==> config.mk <==
export PLATFORM = sky130hd
export DESIGN_NAME = fft_front
export DESIGN_NICKNAME = d
export VERILOG_FILES = /design/src/rtl/assert_macros.svh /design/src/rtl/fft_pkg.sv /design/src/rtl/fft_front.sv
export SDC_FILE = /design/constraint.sdc
export NUM_CORES = 1
export LEC_CHECK = 0
export BUFFER_PORTS_ARGS = -buffer_cell sky130_fd_sc_hd__buf_2
export CORE_MARGIN = 1
export CORE_UTILIZATION = 34
export DETAILED_ROUTE_END_ITERATION = 12
export PLACE_DENSITY = 0.8
export SLEW_MARGIN = 0
export SYNTH_ARGS = -nofsm -noshare
export SYNTH_HDL_FRONTEND = slang
export SYNTH_SLANG_ARGS = --single-unit
==> constraint.sdc <==
create_clock -name clk -period 1.65 [get_ports clk]
set_clock_uncertainty 0.1 [all_clocks]
set_input_delay 0.2475 -clock clk [delete_from_list [all_inputs] [get_ports clk]]
set_output_delay 0.2475 -clock clk [all_outputs]
set_load 0.01 [all_outputs]
==> src/rtl/assert_macros.svh <==
// ----------------------------------------------------------------------------
// Assertion macros
// Shared concurrent assertion helpers, clocked on clk and disabled in reset.
// ----------------------------------------------------------------------------
`ifndef ASSERT_MACROS_SVH
`define ASSERT_MACROS_SVH
`ifndef NO_ASSERTIONS
`define ASSERT_ALWAYS(lbl, cond, msg) \
    lbl: assert property (@(posedge clk) disable iff (!rst_n) (cond)) else $error(msg);
`define ASSERT_IMPLIES(lbl, pre, post, msg) \
    lbl: assert property (@(posedge clk) disable iff (!rst_n) (pre) |-> (post)) else $error(msg);
`define ASSERT_NEXT(lbl, pre, post, msg) \
    lbl: assert property (@(posedge clk) disable iff (!rst_n) (pre) |=> (post)) else $error(msg);
`else
`define ASSERT_ALWAYS(lbl, cond, msg)
`define ASSERT_IMPLIES(lbl, pre, post, msg)
`define ASSERT_NEXT(lbl, pre, post, msg)
`endif
`endif

==> src/rtl/fft_pkg.sv <==
// ----------------------------------------------------------------------------
// FFT package
// Shared constants, queue entry type and twiddle helper functions.
// ----------------------------------------------------------------------------
package fft_pkg;

    localparam int MAX_POINTS = 64;
    localparam int ADDR_W     = 6;
    localparam int CNT_W      = 7;
    localparam int DATA_W     = 22;
    localparam int SAMPLE_W   = 16;
    localparam int TW_W       = 17;
    localparam int PROD_W     = DATA_W + TW_W;
    localparam int QPTR_W     = 2;

    localparam logic [2:0] REG_INVERSE = 3'd0;

    typedef struct packed {
        logic signed [SAMPLE_W-1:0] re;
        logic signed [SAMPLE_W-1:0] im;
        logic [ADDR_W-1:0]          addr;
        logic                       wr;
        logic                       last;
        logic [CNT_W-1:0]           cnt;
        logic                       trunc;
    } fft_entry_t;

    // Quarter-wave cosine, 1.0 = 32768, steps of 1/64 of a turn.
    function automatic logic signed [TW_W-1:0] fft_quarter_cos(input logic [4:0] r);
        logic signed [TW_W-1:0] v;
        case (r)
            5'd0:    v = 17'sd32768;
            5'd1:    v = 17'sd32610;
            5'd2:    v = 17'sd32138;
            5'd3:    v = 17'sd31357;
            5'd4:    v = 17'sd30274;
            5'd5:    v = 17'sd28899;
            5'd6:    v = 17'sd27246;
            5'd7:    v = 17'sd25330;
            5'd8:    v = 17'sd23170;
            5'd9:    v = 17'sd20788;
            5'd10:   v = 17'sd18205;
            5'd11:   v = 17'sd15447;
            5'd12:   v = 17'sd12540;
            5'd13:   v = 17'sd9512;
            5'd14:   v = 17'sd6393;
            5'd15:   v = 17'sd3212;
            default: v = 17'sd0;
        endcase
        return v;
    endfunction

    function automatic logic signed [TW_W-1:0] fft_cos64(input logic [ADDR_W-1:0] m);
        logic [4:0] r;
        logic [4:0] rc;
        logic signed [TW_W-1:0] v;
        r  = {1'b0, m[3:0]};
        rc = 5'd16 - r;
        case (m[5:4])
            2'd0:    v = fft_quarter_cos(r);
            2'd1:    v = -fft_quarter_cos(rc);
            2'd2:    v = -fft_quarter_cos(r);
            default: v = fft_quarter_cos(rc);
        endcase
        return v;
    endfunction

    // Number of address bits for the smallest power of two holding cnt points.
    function automatic logic [2:0] fft_log2_ceil(input logic [CNT_W-1:0] cnt);
        logic [2:0] b;
        b = 3'd0;
        for (int k = 0; k < ADDR_W; k++) begin
            if (cnt > (CNT_W'(1) << k))
                b = 3'(k + 1);
        end
        return b;
    endfunction

    // Reverse the low "bits" bits of i.
    function automatic logic [ADDR_W-1:0] fft_bit_rev(input logic [ADDR_W-1:0] i,
                                                      input logic [2:0] bits);
        logic [ADDR_W-1:0] rv;
        for (int k = 0; k < ADDR_W; k++)
            rv[k] = i[ADDR_W-1-k];
        return rv >> (3'(ADDR_W) - bits);
    endfunction

    function automatic logic signed [DATA_W-1:0] fft_sat(input logic signed [DATA_W+4:0] v);
        logic signed [DATA_W-1:0] r;
        if (v > 27'sd2097151)
            r = 22'sd2097151;
        else if (v < -27'sd2097152)
            r = -22'sd2097152;
        else
            r = v[DATA_W-1:0];
        return r;
    endfunction

endpackage

==> src/rtl/fft_front.sv <==
// ----------------------------------------------------------------------------
// FFT front end
// Accepts samples, counts the set, marks dropped samples and the set end.
// ----------------------------------------------------------------------------
module fft_front
(
    input  logic               clk,
    input  logic               rst_n,
    input  logic               in_valid,
    input  logic [15:0]        in_re,
    input  logic [15:0]        in_im,
    input  logic               in_last,
    output logic               in_ready,
    input  logic               q_full,
    output logic               q_push,
    output fft_pkg::fft_entry_t q_entry
);
    import fft_pkg::*;

    logic [CNT_W-1:0] count_reg, count_next;
    logic             ovf_reg, ovf_next;
    logic             store;
    logic [CNT_W-1:0] cnt_after;

    assign in_ready  = !q_full;
    assign q_push    = in_valid && !q_full;
    assign store     = count_reg < CNT_W'(MAX_POINTS);
    assign cnt_after = store ? count_reg + 1'b1 : count_reg;

    always_comb
    begin
        q_entry.re    = in_re;
        q_entry.im    = in_im;
        q_entry.addr  = count_reg[ADDR_W-1:0];
        q_entry.wr    = store;
        q_entry.last  = in_last;
        q_entry.cnt   = cnt_after;
        q_entry.trunc = ovf_reg || !store;
        count_next    = count_reg;
        ovf_next      = ovf_reg;
        if (q_push)
        begin
            if (in_last)
            begin
                count_next = '0;
                ovf_next   = 1'b0;
            end
            else
            begin
                count_next = cnt_after;
                ovf_next   = ovf_reg || !store;
            end
        end
    end

    always_ff @(posedge clk or negedge rst_n)
    begin
        if (!rst_n)
        begin
            count_reg <= '0;
            ovf_reg   <= 1'b0;
        end
        else
        begin
            count_reg <= count_next;
            ovf_reg   <= ovf_next;
        end
    end

endmodule

==> qor.yml <==
power_frac_seq: 0.406
netlist_instances: 86
track_usage: 0.124
tightest_slew_ps: 257
setup-violations-final: 3
cts_buffers: 3
r2r_slack_ps: 60
start_kind: "flip-flop"
ant_nets: 0
r2r_start: "count_reg[6]$_DFFE_PN0P_"
synth_edf_count: 0
synth.avg_cell_area_um2: 9.15
clk_pin_slew_ps: 60
power.density_nw_per_um2: 803
cts_tree: "yes"
ys_types: 29
leakage_nw: 0.412
setup_slack_ps: -44.6
die_area_um2: 2510
clock_sinks: 8
p_int_w: 0.000425
hold_viol_final: 0
fin_cells: 107
endpoint_kind: "output pin"
clock_power_share: 0.240
status: "complete, but fails checks"
synthTopCellsByArea: "buf_4 38%, dfrtp_1 25%, xnor2_1 4.5%"
wl_met2_um: 702
vias: 523
rsz0062_at_grt: "true"
ys_ff_latch: 8
violations: "negative setup slack"
netlist_area_um2: 787
start_util: 0.359
maxSlewViolCount: 0
die_w_um: 50.1
antenna_cells: 0
drt_iter0_drc: 7
antenna_found_initial: 0
dpl-instance-area_um2: 634
drt_first_pass_iters: 4
placement.io_buffers: 22
met3_length_um: 192
place_inst: 96
met1_length_um: 519
insertion_delay_ps: 260
final_area_um2: 788
peakVddDrop_mv: 0.268
min_period_ps: 1690
fp.dieH_um: 50.1
power.switching_w: 0.000208
finalPower_w: 0.000633
crit_arrival_ps: 1350
required_ps: 1300
largest_reg_flops: 7
drt-total-wl_mm: 1.46
gp_congestion: 0.759
htreeDepth: 1
period_share: 1.03
grt_max_degree: 13
wl_per_cell_um: 13.6
grt_pass1_vias: 520
grt.overflow.total: 0
drc: 0
max_freq_mhz: 590
viasPerCell: 4.89
highest-signal-layer: "met4"
combinationalPowerShare: 0.354
sw_frac_of_total: 0.329
yosys.area.top_type: "buf_4"
root_buffer: "clkbuf_4"
rows: 17
hp-class: "primary input to asynchronous set/reset pin"
synth_top_area_frac: 0.382
drive_above_1_share: 0.620
grt_pass1_wl_mm: 2.32
relSlewSlack: 0.828
async_flop_share: 1.00
clockBufferDepth: 2
path_max_fanout: 3
startpoint: "count_reg[0]$_DFFE_PN0P_"
core-area_um2: 2190
crit_type: "flip-flop to output pin"
rr_worst_depth: 5
ioPinCount: 87
synth_nets: 124
ys_seq_area_frac: 0.254
crit_path_end: "q_entry[2]"
fin_util: 0.360
drv_cap: 0
r2r-end: "count_reg[5]$_DFFE_PN0P_"
hpwlAfterDp_mm: 1.04
yosys_warnings: 0
synthFlopType: "dfrtp_1"
area_growth_pct: 0.159
nets: 119
==> cell type report <==
class,instances,area [µm²]
Fill cell,221,1400
Timing Repair Buffer,31,194
Inverter,3,11.3
Clock buffer,3,22.5
Sequential cell,8,205
Tap cell,28,35.0
Multi-Input combinational cell,34,320
==> cell usage after synthesis (2+ instances only) <==
library cell,instances
xnor2_1,4
nand2_1,2
inv_1,3
dfrtp_1,8
nor2_1,3
nor4_1,2
nor2b_1,2
buf_4,40
a22o_1,2
==> layer usage <==
layer  track usage  vias to the layer above
met2         0.182                       37
li1              -                      235
met5             0                        -
met3        0.0617                       12
met4         0.119                        0
met1         0.124                      239
==> cells in the final DEF (no fill, tap or decap), drive strengths merged, types with 2 or more instances in the layout <==
cell type and n:
nor2 3, nor4 2, nand2 2, xnor2 4, clkbuf 3, nand4b 2, a22o 3, dfrtp 8
buf 30, inv 3, nor2b 2, nand2b 2, a221o 2
==> critical path, stage by stage (launching register included) <==
cell and delay (ps):
dfrtp_2 450, ha_4 240, mux2_4 280, buf_6 120
==> power groups by stage <==
stage	registers [W]	logic (W)	clock network [W]
floorplan	0.000249	0.000205	0
global placement	0.000252	0.000160	0
detailed placement	0.000254	0.000162	0
CTS	0.000253	0.000213	0.000160
global route	0.000262	0.000245	0.000167
finish	0.000257	0.000224	0.000152
==> what timing repair did <==
item,CTS,global route
pin swaps,2,5
hold endpoints to repair,8,0
setup buffers,5,2
hold buffers,1,0
endpoints found under the setup margin,5,6
gates resized for setup,9,7
==> how the worst min path moves through the flow <==
stage	endpoint	from	cells past startpoint	slack [ps]
finish	count_reg[2]$_DFFE_PN0P_	rst_n	2	260
floorplan	count_reg[0]$_DFFE_PN0P_	rst_n	0	-150
global route	count_reg[2]$_DFFE_PN0P_	rst_n	2	280
detailed placement	count_reg[2]$_DFFE_PN0P_	rst_n	1	3
CTS	count_reg[2]$_DFFE_PN0P_	rst_n	2	260
global placement	count_reg[4]$_DFFE_PN0P_	rst_n	1	-3
==> metrics by stage <==
stage	TNS [ps]	hold slack (ps)	setup WS [ps]
floorplan	0	-148	218
global placement	0	-2.92	167
detailed placement	0	3.14	114
CTS	-111	260	-46.8
global route	-348	280	-98.8
finish	-94.9	257	-44.6
==> cell families (layout without fill, tap and decap cells) <==
| logic type | Yosys count | after routing | synth area share |
|---|---|---|---|
| buf+inv | 44 | 37 | 0.402 |
| simple gates | 18 | 18 | 0.156 |
| compound gates | 9 | 9 | 0.102 |
| flops | 8 | 8 | 0.254 |
| xor+xnor | 5 | 5 | 0.0556 |
| fa+ha+maj | 1 | 1 | 0.0159 |
| mux | 1 | 1 | 0.0143 |
(Power assumes the default switching activity.)
