`config.mk`:
```
export PLATFORM = sky130hd
export DESIGN_NAME = fft_queue
export DESIGN_NICKNAME = d
export VERILOG_FILES = /design/src/rtl/assert_macros.svh /design/src/rtl/fft_pkg.sv /design/src/rtl/fft_queue.sv
export SDC_FILE = /design/constraint.sdc
export NUM_CORES = 1
export LEC_CHECK = 0
export BUFFER_PORTS_ARGS = -buffer_cell sky130_fd_sc_hd__buf_2
export CORE_UTILIZATION = 57
export CTS_BUF_LIST = sky130_fd_sc_hd__clkbuf_16
export CTS_CLUSTER_SIZE = 20
export DETAILED_ROUTE_END_ITERATION = 6
export PLACE_DENSITY = 0.75
export SLEW_MARGIN = 20
export SYNTH_ARGS = -nofsm -noshare
export SYNTH_HDL_FRONTEND = slang
export SYNTH_SLANG_ARGS = --single-unit
```
`constraint.sdc`:
```
create_clock -name clk -period 2.9 [get_ports clk]
set_input_delay 0.29 -clock clk [delete_from_list [all_inputs] [get_ports clk]]
set_output_delay 0.29 -clock clk [all_outputs]
set_load 0.02 [all_outputs]
```
`src/rtl/assert_macros.svh`:
```
// ----------------------------------------------------------------------------
// Assertion macros
// Shared concurrent assertion helpers, clocked on clk and disabled in reset.
// ----------------------------------------------------------------------------
`ifndef ASSERT_MACROS_SVH
`define ASSERT_MACROS_SVH
`ifndef NO_ASSERTIONS
`define ASSERT_ALWAYS(lbl, cond, msg) \
    lbl: assert property (@(posedge clk) disable iff (!rst_n) (cond)) else $error(msg);
`define ASSERT_IMPLIES(lbl, pre, post, msg) \
    lbl: assert property (@(posedge clk) disable iff (!rst_n) (pre) |-> (post)) else $error(msg);
`define ASSERT_NEXT(lbl, pre, post, msg) \
    lbl: assert property (@(posedge clk) disable iff (!rst_n) (pre) |=> (post)) else $error(msg);
`else
`define ASSERT_ALWAYS(lbl, cond, msg)
`define ASSERT_IMPLIES(lbl, pre, post, msg)
`define ASSERT_NEXT(lbl, pre, post, msg)
`endif
`endif

```
`src/rtl/fft_pkg.sv`:
```
// ----------------------------------------------------------------------------
// FFT package
// Shared constants, queue entry type and twiddle helper functions.
// ----------------------------------------------------------------------------
package fft_pkg;

    localparam int MAX_POINTS = 64;
    localparam int ADDR_W     = 6;
    localparam int CNT_W      = 7;
    localparam int DATA_W     = 22;
    localparam int SAMPLE_W   = 16;
    localparam int TW_W       = 17;
    localparam int PROD_W     = DATA_W + TW_W;
    localparam int QPTR_W     = 2;

    localparam logic [2:0] REG_INVERSE = 3'd0;

    typedef struct packed {
        logic signed [SAMPLE_W-1:0] re;
        logic signed [SAMPLE_W-1:0] im;
        logic [ADDR_W-1:0]          addr;
        logic                       wr;
        logic                       last;
        logic [CNT_W-1:0]           cnt;
        logic                       trunc;
    } fft_entry_t;

    // Quarter-wave cosine, 1.0 = 32768, steps of 1/64 of a turn.
    function automatic logic signed [TW_W-1:0] fft_quarter_cos(input logic [4:0] r);
        logic signed [TW_W-1:0] v;
        case (r)
            5'd0:    v = 17'sd32768;
            5'd1:    v = 17'sd32610;
            5'd2:    v = 17'sd32138;
            5'd3:    v = 17'sd31357;
            5'd4:    v = 17'sd30274;
            5'd5:    v = 17'sd28899;
            5'd6:    v = 17'sd27246;
            5'd7:    v = 17'sd25330;
            5'd8:    v = 17'sd23170;
            5'd9:    v = 17'sd20788;
            5'd10:   v = 17'sd18205;
            5'd11:   v = 17'sd15447;
            5'd12:   v = 17'sd12540;
            5'd13:   v = 17'sd9512;
            5'd14:   v = 17'sd6393;
            5'd15:   v = 17'sd3212;
            default: v = 17'sd0;
        endcase
        return v;
    endfunction

    function automatic logic signed [TW_W-1:0] fft_cos64(input logic [ADDR_W-1:0] m);
        logic [4:0] r;
        logic [4:0] rc;
        logic signed [TW_W-1:0] v;
        r  = {1'b0, m[3:0]};
        rc = 5'd16 - r;
        case (m[5:4])
            2'd0:    v = fft_quarter_cos(r);
            2'd1:    v = -fft_quarter_cos(rc);
            2'd2:    v = -fft_quarter_cos(r);
            default: v = fft_quarter_cos(rc);
        endcase
        return v;
    endfunction

    // Number of address bits for the smallest power of two holding cnt points.
    function automatic logic [2:0] fft_log2_ceil(input logic [CNT_W-1:0] cnt);
        logic [2:0] b;
        b = 3'd0;
        for (int k = 0; k < ADDR_W; k++) begin
            if (cnt > (CNT_W'(1) << k))
                b = 3'(k + 1);
        end
        return b;
    endfunction

    // Reverse the low "bits" bits of i.
    function automatic logic [ADDR_W-1:0] fft_bit_rev(input logic [ADDR_W-1:0] i,
                                                      input logic [2:0] bits);
        logic [ADDR_W-1:0] rv;
        for (int k = 0; k < ADDR_W; k++)
            rv[k] = i[ADDR_W-1-k];
        return rv >> (3'(ADDR_W) - bits);
    endfunction

    function automatic logic signed [DATA_W-1:0] fft_sat(input logic signed [DATA_W+4:0] v);
        logic signed [DATA_W-1:0] r;
        if (v > 27'sd2097151)
            r = 22'sd2097151;
        else if (v < -27'sd2097152)
            r = -22'sd2097152;
        else
            r = v[DATA_W-1:0];
        return r;
    endfunction

endpackage

```
`src/rtl/fft_queue.sv`:
```
// ----------------------------------------------------------------------------
// FFT queue
// Four-entry FIFO between the front end and the transform core.
// ----------------------------------------------------------------------------
module fft_queue
(
    input  logic                clk,
    input  logic                rst_n,
    input  logic                push,
    input  fft_pkg::fft_entry_t push_entry,
    output logic                full,
    input  logic                pop,
    output logic                empty,
    output fft_pkg::fft_entry_t head
);
    import fft_pkg::*;

    fft_entry_t          slots [2**QPTR_W];
    logic [QPTR_W-1:0]   wr_ptr_reg, wr_ptr_next;
    logic [QPTR_W-1:0]   rd_ptr_reg, rd_ptr_next;
    logic [QPTR_W:0]     fill_reg, fill_next;

    assign full  = fill_reg == (QPTR_W+1)'(2**QPTR_W);
    assign empty = fill_reg == '0;
    assign head  = slots[rd_ptr_reg];

    always_comb
    begin
        wr_ptr_next = push ? wr_ptr_reg + 1'b1 : wr_ptr_reg;
        rd_ptr_next = pop ? rd_ptr_reg + 1'b1 : rd_ptr_reg;
        fill_next   = fill_reg + (QPTR_W+1)'(push) - (QPTR_W+1)'(pop);
    end

    always_ff @(posedge clk)
    begin
        if (push)
            slots[wr_ptr_reg] <= push_entry;
    end

    always_ff @(posedge clk or negedge rst_n)
    begin
        if (!rst_n)
        begin
            wr_ptr_reg <= '0;
            rd_ptr_reg <= '0;
            fill_reg   <= '0;
        end
        else
        begin
            wr_ptr_reg <= wr_ptr_next;
            rd_ptr_reg <= rd_ptr_next;
            fill_reg   <= fill_next;
        end
    end

endmodule

```
==> flow_metrics.env <==
export IMPL_outcome="complete, no violations"
export IMPL_min_period_ns=2.43
export IMPL_setup_viol=0
export IMPL_path_class="flip-flop to output port"
export IMPL_critPathLaunchType="flip-flop"
export IMPL_async_flop_share=0.0352
export IMPL_crit_fanout=14
export IMPL_powerDensity_nw_per_um2=1060
export IMPL_seq_area_um2=5950
export IMPL_slowest_delay_ns=0.59
export IMPL_hold_ws_ns=0.0784
export IMPL_syn_nets=344
export IMPL_grt_max_degree=26
export IMPL_cts_root_buffer="clkbuf_16"
export IMPL_startpoint="rd_ptr_reg[0]$_DFFE_PN0P_"
export IMPL_synthCells=285
export IMPL_syn_to_final_growth_pct=18.3
export IMPL_drv_cap=0
export IMPL_report_final_slew_viol_count=0
export IMPL_synth_edf_count=192
export IMPL_synth_top_area_share=0.782
export IMPL_die_y_um=116
export IMPL_pin_count=102
export IMPL_nFillCells=800
export IMPL_crit_end="head[20]"
export IMPL_coreArea_um2=12600
export IMPL_cts_max_level=4
export IMPL_insertion_delay_ns=0.42
export IMPL_drive_above_1_share=0.463
export IMPL_tightest_slew_ns=0.674
export IMPL_finClkSkew_ns=0.00714
export IMPL_yosysMostFrequentCell="edfxtp_1"
export IMPL_crit_path_end_kind="output port"
export IMPL_hp_class="input port to flip-flop"
export IMPL_tritoncts="done"
export IMPL_nets=465
export IMPL_initial_core_util=0.584
export IMPL_finalHoldViolations=0
export IMPL_route_vias_total=3197
export IMPL_via_per_inst=5.39
export IMPL_required_ns=2.61
export IMPL_rows=41
export IMPL_wl_um=11800
export IMPL_ff2ff_path_depth=4
export IMPL_peakVddDrop_v=0.000609
export IMPL_leakage_nw=3.06
export IMPL_grt_pass1_wl_um=17500
export IMPL_first_global_vias=3275
export IMPL_drtAntennaViolNets=0
export IMPL_syn_avg_cell_area_um2=25.9
export IMPL_rsz0062_at_grt="no"
export IMPL_ys_seq_area_frac=0.806
export IMPL_die_w_um=116
export IMPL_grtUsageTotal=0.190
export IMPL_period_share=0.839
export IMPL_fmax_ghz=0.411
export IMPL_wl_per_cell_um=19.9
export IMPL_ys_ff_latch=199
export IMPL_finalSetupTns_ns=0
export IMPL_worst_slew_margin_rel=0.551
export IMPL_synthTopCellsByCount="edfxtp_1 (192), mux4_2 (48), dfrtp_1 (7), ha_1 (6), inv_1 (6)"
export IMPL_grt_ovfl_total=0
export IMPL_clock_sinks=199
export IMPL_antenna_found_initial=2
export IMPL_hpwlAfterDp_um=7210
export IMPL_regToRegSetupSlack_ns=1.05
export IMPL_dieArea_um2=13400
export IMPL_cts_buffer_depth=2
export IMPL_ys_types=17
export IMPL_path_clk_slew_ns=0.07
export IMPL_slowest_stage="dfrtp_4"
export IMPL_multi_input_area_um2=1270
export IMPL_dr_pass1_iters=4
export IMPL_place_congestion=0.675
export IMPL_drtIter0Drc=237
export IMPL_worstPathArrival_ns=2.14
export IMPL_drc=0
export IMPL_ys_warn_count=0
export IMPL_largest_reg_flops=192
export IMPL_numCtsBuffers=17
export IMPL_synth_ff_type="edfxtp_1"
export IMPL_synthesis_area_um2=7370
export IMPL_r2r_start="wr_ptr_reg[1]$_DFFE_PN0P_"
export IMPL_portBuffers=101
export IMPL_cp_cell_sequence="buf_4, mux4_2, buf_2"
export IMPL_synthTopCellsByArea="edfxtp_1 (78%), mux4_2 (15%), dfrtp_1 (2.4%)"
export IMPL_yosys_area_top_type="edfxtp_1"
export IMPL_timing_rr_end="slots[1][14]$_DFFE_PP_"
-- critical path, delay by kind of cell, from the launching register on --
kind | cells | cell delay (ns)
mux | 1 | 0.58
flops | 1 | 0.59
buf+inv | 2 | 0.53
-- area by class of cell --
class	instances	share of cell area
Timing Repair Buffer	113	0.0714
Sequential cell	199	0.682
Clock inverter	15	0.0241
Antenna cell	2	0.000574
Clock buffer	17	0.0488
Inverter	6	0.00258
Tap cell	172	0.0247
Multi-Input combinational cell	69	0.146
-- metrics by stage --
step	area [um2]	power (mW)	util	setup slack, ns	cells
after floorplan	7370	6.11	-	0.722	285
after global placement	8070	6.81	0.640	0.919	558
after detailed placement	8070	6.87	0.640	0.878	558
after CTS	8720	9.35	0.691	0.410	591
after global routing	8720	9.63	0.691	0.367	591
final	8720	9.22	0.691	0.468	593
-- cells in the final DEF, fill, tap and decap left out, types with 3 or more instances in the layout --
cell type / n
xor2_1: 3
dfrtp_1: 5
buf_4: 9
and2_2: 4
mux4_2: 48
inv_1: 8
ha_1: 6
clkbuf_16: 17
edfxtp_1: 192
bufinv_16: 5
buf_2: 101
clkinv_4: 3
-- worst min-delay path by stage --
stage / startpoint / endpoint / slack [ns] / cells after the start
2_1_floorplan: rst_n / fill_reg[0]$_DFF_PN0_ / -0.006 / 0
5_1_grt: push_entry[42] / slots[2][42]$_DFFE_PP_ / 0.07 / 1
3_5_place_dp: rst_n / wr_ptr_reg[1]$_DFFE_PN0P_ / 0.14 / 1
6_report: push_entry[46] / slots[2][46]$_DFFE_PP_ / 0.08 / 1
4_1_cts: push_entry[42] / slots[2][42]$_DFFE_PP_ / 0.06 / 1
3_3_place_gp: rst_n / fill_reg[0]$_DFF_PN0_ / 0.13 / 1
-- cell families after synthesis --
kind of cell    after synthesis  share of synthesized area
compound gates                1                   0.000678
xor+xnor                      5                    0.00594
fa+ha+maj                     7                     0.0129
buf+inv                      17                     0.0219
flops                       199                      0.806
mux                          48                      0.147
simple gates                  8                    0.00594
-- timing repair --
action                                 4_1_cts  5_1_grt
gates resized for setup                      0        0
endpoints found under the hold margin        7        0
buffers inserted                             0        0
hold buffers                                 1        0
-- metal layers --
layer / vias to the layer above / GRT usage / share of wire
met5: - / 0 / 0
met4: 0 / 0.0846 / 0.018
met3: 17 / 0.0638 / 0.068
met2: 97 / 0.297 / 0.49
met1: 1638 / 0.245 / 0.42
li1: 1445 / - / -
-- report_power, final --
| part | internal [mW] | switching, mW | total [mW] |
|---|---|---|---|
| Sequential | 3.77 | 0.260 | 4.03 |
| Combinational | 1.18 | 1.53 | 2.71 |
| Clock | 1.52 | 0.960 | 2.48 |
No activity file was read; power rests on OpenSTA's default activity.
